### src/rtl/yuvrgb_pkg.sv
`timescale 1ns / 1ps

package yuvrgb_pkg;

   typedef struct packed {
      logic [7:0] luma_first;
      logic [7:0] luma_second;
      logic [7:0] chroma_blue;
      logic [7:0] chroma_red;
   } req_type;

   typedef struct packed {
      logic [7:0] red_first;
      logic [7:0] green_first;
      logic [7:0] blue_first;
      logic [7:0] red_second;
      logic [7:0] green_second;
      logic [7:0] blue_second;
   } rsp_type;

   typedef enum logic {
      MODE_PACKED = 1'b0,
      MODE_PLANAR = 1'b1
   } mode_type;

   localparam logic [7:0] CHROMA_OFFSET = 8'd128;

   // packed path, Q8 coefficients
   localparam logic signed [16:0] COEF_CB = 17'sd454;
   localparam logic signed [16:0] COEF_CG_U = 17'sd88;
   localparam logic signed [16:0] COEF_CG_V = 17'sd183;
   localparam logic signed [16:0] COEF_CR = 17'sd359;

   // planar path, per mille coefficients on chroma magnitude
   localparam logic [15:0] COEF_U_MILLI = 16'd354;
   localparam logic [16:0] COEF_V_MILLI = 17'd707;

   // x / 1000 == (x * RECIP_1000) >> RECIP_SHIFT, exact for x < 2^17
   localparam int RECIP_SHIFT = 26;
   localparam logic [16:0] RECIP_1000 = 17'd67109;

   function automatic logic [7:0] clamp_channel(input logic signed [9:0] sum);
      logic [7:0] res;
      if (sum[9]) begin
         res = 8'd0;
      end else if (sum[8]) begin
         res = 8'd255;
      end else begin
         res = sum[7:0];
      end
      return res;
   endfunction

endpackage

### src/rtl/yuv_pair_to_rgb_converter_core.sv
`timescale 1ns / 1ps

// channel | ports                              | handshake
// --------+------------------------------------+---------------------------------
// request | start, busy, req_data              | beat when start && !busy
// result  | rsp_valid, rsp_data                | one-cycle strobe, no back-pressure
// csr     | csr_valid, csr_ready, csr_data     | beat when csr_valid && csr_ready
//
// Five register stages: chroma offset, coefficient multiply, scale (shift or
// reciprocal multiply for /1000), chroma terms, luma add with clamp.
// One beat per clock; valid runs v1_ff, v2_ff, v3_ff, v4_ff to rsp_valid_ff.
// busy and csr_ready are constant, so nothing ever stalls.
// Synchronous active-high reset clears the valid bits and the mode register.
// The mode is sampled with each request beat and travels down the pipe.

module yuv_pair_to_rgb_converter_core (
   input  logic                 clock,
   input  logic                 reset,
   input  logic                 start,
   output logic                 busy,
   input  yuvrgb_pkg::req_type  req_data,
   output logic                 rsp_valid,
   output yuvrgb_pkg::rsp_type  rsp_data,
   input  logic                 csr_valid,
   output logic                 csr_ready,
   input  logic                 csr_data
);

   logic accept;

   yuvrgb_pkg::mode_type mode_ff, mode_in;

   // stage 1
   logic v1_ff;
   yuvrgb_pkg::mode_type mode1_ff;
   logic [7:0] y0_1_ff, y1_1_ff;
   logic signed [8:0] du1_ff, dv1_ff, du1_in, dv1_in;

   // stage 2
   logic v2_ff;
   yuvrgb_pkg::mode_type mode2_ff;
   logic [7:0] y0_2_ff, y1_2_ff;
   logic signed [16:0] pb2_ff, pg2_ff, pr2_ff, pb2_in, pg2_in, pr2_in;
   logic [15:0] um2_ff, um2_in;
   logic [16:0] vm2_ff, vm2_in;
   logic us2_ff, vs2_ff;
   logic signed [16:0] du_ext, dv_ext;
   logic [7:0] du_abs, dv_abs;

   // stage 3
   logic v3_ff;
   yuvrgb_pkg::mode_type mode3_ff;
   logic [7:0] y0_3_ff, y1_3_ff;
   logic signed [8:0] cb3_ff, cg3_ff, cr3_ff;
   logic [32:0] up3_ff, up3_in;
   logic [33:0] vp3_ff, vp3_in;
   logic us3_ff, vs3_ff;

   // stage 4
   logic v4_ff;
   yuvrgb_pkg::mode_type mode4_ff;
   logic [7:0] y0_4_ff, y1_4_ff;
   logic signed [8:0] add_r4_ff, sub_g4_ff, add_b4_ff;
   logic signed [8:0] add_r4_in, sub_g4_in, add_b4_in;
   logic [5:0] uq_mag;
   logic [6:0] vq_mag;
   logic signed [8:0] uq_s, vq_s;

   // stage 5
   logic rsp_valid_ff;
   yuvrgb_pkg::rsp_type rsp_ff, rsp_in;
   logic signed [9:0] r0_sum, g0_sum, b0_sum, r1_sum, g1_sum, b1_sum;

   assign busy      = 1'b0;
   assign csr_ready = 1'b1;
   assign accept    = start && !busy;

   assign mode_in = (csr_valid && csr_ready) ? yuvrgb_pkg::mode_type'(csr_data) : mode_ff;

   // stage 1: remove chroma offset
   assign du1_in = $signed({1'b0, req_data.chroma_blue}) -
                   $signed({1'b0, yuvrgb_pkg::CHROMA_OFFSET});
   assign dv1_in = $signed({1'b0, req_data.chroma_red}) -
                   $signed({1'b0, yuvrgb_pkg::CHROMA_OFFSET});

   // stage 2: products
   assign du_ext = 17'(du1_ff);
   assign dv_ext = 17'(dv1_ff);
   assign du_abs = du1_ff[8] ? 8'(-du1_ff) : du1_ff[7:0];
   assign dv_abs = dv1_ff[8] ? 8'(-dv1_ff) : dv1_ff[7:0];
   assign pb2_in = du_ext * yuvrgb_pkg::COEF_CB;
   assign pg2_in = du_ext * yuvrgb_pkg::COEF_CG_U + dv_ext * yuvrgb_pkg::COEF_CG_V;
   assign pr2_in = dv_ext * yuvrgb_pkg::COEF_CR;
   assign um2_in = 16'(du_abs) * yuvrgb_pkg::COEF_U_MILLI;
   assign vm2_in = 17'(dv_abs) * yuvrgb_pkg::COEF_V_MILLI;

   // stage 3: reciprocal multiply for the /1000 path
   assign up3_in = 33'(um2_ff) * 33'(yuvrgb_pkg::RECIP_1000);
   assign vp3_in = 34'(vm2_ff) * 34'(yuvrgb_pkg::RECIP_1000);

   // stage 4: chroma terms, truncation toward zero via sign-magnitude
   assign uq_mag = up3_ff[yuvrgb_pkg::RECIP_SHIFT +: 6];
   assign vq_mag = vp3_ff[yuvrgb_pkg::RECIP_SHIFT +: 7];
   assign uq_s   = us3_ff ? -$signed({3'b000, uq_mag}) : $signed({3'b000, uq_mag});
   assign vq_s   = vs3_ff ? -$signed({2'b00, vq_mag}) : $signed({2'b00, vq_mag});

   always_comb begin
      case (mode3_ff)
         yuvrgb_pkg::MODE_PACKED: begin
            add_r4_in = cr3_ff;
            sub_g4_in = cg3_ff;
            add_b4_in = cb3_ff;
         end
         yuvrgb_pkg::MODE_PLANAR: begin
            add_r4_in = vq_s <<< 1;
            sub_g4_in = uq_s + vq_s;
            add_b4_in = (uq_s <<< 2) + uq_s;
         end
         default: begin
            add_r4_in = cr3_ff;
            sub_g4_in = cg3_ff;
            add_b4_in = cb3_ff;
         end
      endcase
   end

   // stage 5: luma add and clamp
   assign r0_sum = $signed({2'b00, y0_4_ff}) + 10'(add_r4_ff);
   assign g0_sum = $signed({2'b00, y0_4_ff}) - 10'(sub_g4_ff);
   assign b0_sum = $signed({2'b00, y0_4_ff}) + 10'(add_b4_ff);
   assign r1_sum = $signed({2'b00, y1_4_ff}) + 10'(add_r4_ff);
   assign g1_sum = $signed({2'b00, y1_4_ff}) - 10'(sub_g4_ff);
   assign b1_sum = $signed({2'b00, y1_4_ff}) + 10'(add_b4_ff);

   always_comb begin
      rsp_in.red_first    = yuvrgb_pkg::clamp_channel(r0_sum);
      rsp_in.green_first  = yuvrgb_pkg::clamp_channel(g0_sum);
      rsp_in.blue_first   = yuvrgb_pkg::clamp_channel(b0_sum);
      rsp_in.red_second   = yuvrgb_pkg::clamp_channel(r1_sum);
      rsp_in.green_second = yuvrgb_pkg::clamp_channel(g1_sum);
      rsp_in.blue_second  = yuvrgb_pkg::clamp_channel(b1_sum);
   end

   always_ff @(posedge clock) begin
      if (reset) begin
         mode_ff      <= yuvrgb_pkg::MODE_PACKED;
         v1_ff        <= 1'b0;
         v2_ff        <= 1'b0;
         v3_ff        <= 1'b0;
         v4_ff        <= 1'b0;
         rsp_valid_ff <= 1'b0;
      end else begin
         mode_ff      <= mode_in;
         v1_ff        <= accept;
         v2_ff        <= v1_ff;
         v3_ff        <= v2_ff;
         v4_ff        <= v3_ff;
         rsp_valid_ff <= v4_ff;
      end
   end

   always_ff @(posedge clock) begin
      mode1_ff <= mode_ff;
      y0_1_ff  <= req_data.luma_first;
      y1_1_ff  <= req_data.luma_second;
      du1_ff   <= du1_in;
      dv1_ff   <= dv1_in;

      mode2_ff <= mode1_ff;
      y0_2_ff  <= y0_1_ff;
      y1_2_ff  <= y1_1_ff;
      pb2_ff   <= pb2_in;
      pg2_ff   <= pg2_in;
      pr2_ff   <= pr2_in;
      um2_ff   <= um2_in;
      vm2_ff   <= vm2_in;
      us2_ff   <= du1_ff[8];
      vs2_ff   <= dv1_ff[8];

      mode3_ff <= mode2_ff;
      y0_3_ff  <= y0_2_ff;
      y1_3_ff  <= y1_2_ff;
      // floor(x / 256) is the arithmetic shift
      cb3_ff   <= pb2_ff[16:8];
      cg3_ff   <= pg2_ff[16:8];
      cr3_ff   <= pr2_ff[16:8];
      up3_ff   <= up3_in;
      vp3_ff   <= vp3_in;
      us3_ff   <= us2_ff;
      vs3_ff   <= vs2_ff;

      mode4_ff  <= mode3_ff;
      y0_4_ff   <= y0_3_ff;
      y1_4_ff   <= y1_3_ff;
      add_r4_ff <= add_r4_in;
      sub_g4_ff <= sub_g4_in;
      add_b4_ff <= add_b4_in;

      rsp_ff <= rsp_in;
   end

   assign rsp_valid = rsp_valid_ff;
   assign rsp_data  = rsp_ff;

   a_latency: assert property (@(posedge clock) disable iff (reset)
      accept |-> ##5 rsp_valid)
      else $error("request beat without result five cycles later");

   a_no_spurious: assert property (@(posedge clock) disable iff (reset)
      rsp_valid |-> $past(accept, 5))
      else $error("result strobe without matching request beat");

   a_planar_red_even: assert property (@(posedge clock) disable iff (reset)
      (v4_ff && mode4_ff == yuvrgb_pkg::MODE_PLANAR) |-> !add_r4_ff[0])
      else $error("planar red chroma term must be even");

endmodule

### config.mk
export PLATFORM = sky130hd
export DESIGN_NAME = yuv_pair_to_rgb_converter_core
export DESIGN_NICKNAME = d
export VERILOG_FILES = /design/src/rtl/yuvrgb_pkg.sv /design/src/rtl/yuv_pair_to_rgb_converter_core.sv
export SDC_FILE = /design/constraint.sdc
export NUM_CORES = 1
export LEC_CHECK = 0
export ABC_AREA = 1
export BUFFER_PORTS_ARGS = -buffer_cell sky130_fd_sc_hd__buf_4
export CORE_MARGIN = 10
export CORE_UTILIZATION = 64
export CTS_CLUSTER_SIZE = 12
export DETAILED_ROUTE_END_ITERATION = 10
export HOLD_SLACK_MARGIN = 0.12
export PLACE_DENSITY_LB_ADDON = 0.12
export SLEW_MARGIN = 10
export SYNTH_ARGS = -nofsm -noshare
export SYNTH_HDL_FRONTEND = slang
export SYNTH_SLANG_ARGS = --single-unit
### constraint.sdc
create_clock -name clock -period 5.75 [get_ports clock]
set_input_delay 0.2875 -clock clock [delete_from_list [all_inputs] [get_ports clock]]
set_output_delay 0.2875 -clock clock [all_outputs]
set_load 0.01 [all_outputs]
==> out/results.txt <==
Row cnt -> 72
Setup WS pre-CTS -> 822 ps
Cell Chain, Critical Path -> inv_1, ha_1, xnor2_1, fa_1, fa_1, inv_1, fa_1, inv_1, fa_1, inv_1, ha_1, nand2_1, nor2_1, nand2_1, nand2_1, nand2_1, nand2_1, xor2_1
Detailed Routing Iterations Pass 1 -> 5
Syn Area/Cell -> 8.21 um^2
Final ANT Viol Nets -> 0
Clk_lat worst skew -> 580 ps
Clock Path Buffers -> 3
Post-synthesis compound-gate area fraction -> 6.20%
CTS tree -> yes
Resize count post-CTS -> 0
CP max FO -> 10
Commonest non-fill, non-tap cell in the layout -> inv_1
RSZ-0062 raised after global routing -> false
Residual DRC -> 0
Syn Inst Count -> 3033
Asr flop ratio synth -> 0%
Sequential Area -> 0.00535 mm^2
HP Class -> reg2reg
Most frequent cells in the layout -> 666 x inv_1, 598 x nand2_1, 556 x ha_1
Design area -> 0.0274 mm^2
Crit path DAT -> 5500 ps
Multiplexer share of the synthesized area -> 0.0402%
Cell variety after synth -> 42
Post-placement cell count -> 3626
Yosys warns -> 0
Relative slew slack -> 32.1%
Avg Vias per Cell -> 5.19
Core box area -> 0.0386 mm^2
# diodes -> 0
Global-route wire length before repair -> 94800 um
Cts bufs inserted -> 29
Post-synth top area cell -> ha_1
Setup WS post-layout -> 748 ps
DP Area -> 0.0261 mm^2
Post-CTS setup buffer count -> 0
Starting Density -> 64.6%
Largest net degree at the start of global routing -> 40
CP delay by family, top -> adder cells
Die outline height -> 217 um
Kind of critical path -> reg2reg
Status -> completed
Final Skew -> 10.2 ps
Worst-margin pin slew -> 1020 ps
DP HPWL -> 46900 um
Clock tree sinks -> 267
Post-Layout Cell Count -> 3707
Largest register FFs -> 48
Yosys top cell area share -> 27.9%
Ys flop type -> dfxtp_1
Register bit total from synthesis -> 267
Final min period -> 5000 ps
Global Route Usage Sum -> 24.1%
Nets@finish -> 3937
Element type at the critical path end -> register
Share of cells above drive strength 1 -> 4.74%
Number of synthesized flops with an enable pin -> 0
Max_cap viols -> 0
Gpl congestion -> 0.926
Critical Path RT -> 6250 ps
CP Launch Type -> register
CTS root buffer -> clkbuf_16
Simple logic cell fraction of the synthesized area -> 16.0%
Syn nets -> 3795
Highest clock rate -> 200 MHz
Buf+Inv Stages, Crit Path -> 4
Largest family of logic cells by synthesized area -> adder cells
Mapped Area -> 0.0249 mm^2
Die ar. -> 0.0472 mm^2
Final period utilization -> 87.0%
Most common cell on crit path -> nand2_1
Critical path's largest stage delay -> 660 ps
Vias post-DR -> 19200
Final Setup Violations -> 0
Area Growth Syn to Fin -> 10.0%
Filler Cell Count -> 3172
CP max stage cell -> dfxtp_1
Initial antenna violation count -> 0
Die W -> 217 um
Final hold violation count -> 0
IO Pins -> 88
Starting DRT DRC Count -> 967
CTS clk-pin slew, worst paths -> 60 ps
Register area share after synthesis -> 21.5%
Area of the multi-input gates -> 0.0170 mm^2
Vias in the first global route -> 19700
Port bufs -> 85
H-tree depth -> 1
Final max-slew violation count -> 0
Fraction of synthesized cell area in xor and xnor cells -> 4.43%
Wirelength per Cell -> 15.1 um
Setup TNS -> 0 ps
Adder-cell share of the synthesized area -> 41.5%
Final WL -> 56100 um
Top cells by area, synth -> ha_1 28%, dfxtp_1 21%, fa_1 14%, inv_1 10%, nand2_1 9.0%
GR Overflow Total -> 0
timing repair:
action	CTS	global route
hold endpoints to repair	38	0
setup endpoints to repair	0	0
hold buffers	36	0
Yosys cell counts, types with 21 or more instances:
library cell,count
dfxtp_1,267
nand4_1,41
nor3_1,21
a21o_1,24
a21oi_1,144
nor2_1,158
xnor2_1,53
xor2_1,71
ha_1,556
nand2_1,598
nand3_1,119
fa_1,169
inv_1,666
o21ai_0,56
cell families (layout without fill, tap and decap cells):
logic type      count (synthesis)  in the layout
simple gates                  963            963
compound gates                271            271
fa+ha+maj                     725            725
flops                         267            267
other cells                     2              2
xor+xnor                      125            125
buf+inv                       679            835
mux                             1              1
through the flow:
step                      hold WS [ps]  util (%)
after floorplan                    310         -
after global placement             310      67.8
after detailed placement           312      67.8
after CTS                          317      71.1
after global routing               325      71.1
final                              319      71.1
layer usage:
| metal | track usage (%) | vias to the layer above | part of all wire, % |
|---|---|---|---|
| met4 | 6.46 | 0 | 2.3 |
| li1 | - | 9841 | - |
| met5 | 0 | - | 0 |
| met2 | 41.7 | 375 | 47 |
| met1 | 31.3 | 8935 | 47 |
| met3 | 2.58 | 86 | 3.9 |
path summary, 6_finish.rpt:
path / slack [ps] / start / depth (start not counted) / endpoint
worst max-delay path: 750 / dv1_ff[6]$_DFF_P_ / 18 / pg2_ff[12]$_DFF_P_
worst min-delay path: 320 / pr2_ff[16]$_DFF_P_ / 0 / cr3_ff[8]$_DFF_P_
worst max register to register: 750 / dv1_ff[6]$_DFF_P_ / 18 / pg2_ff[12]$_DFF_P_
worst min register to register: 320 / pr2_ff[16]$_DFF_P_ / 0 / cr3_ff[8]$_DFF_P_
area by class of cell:
class                           instances  share of cell area, %
Timing Repair Buffer                  123                   3.70
Clock buffer                           37                   2.94
Clock inverter                          8                  0.333
Tap cell                              518                   2.37
Inverter                              667                   9.14
Multi-Input combinational cell       2087                   62.0
Sequential cell                       267                   19.5
Power is not shown: default switching activity piles up to over one toggle a cycle in this logic, so the estimate is an artifact.
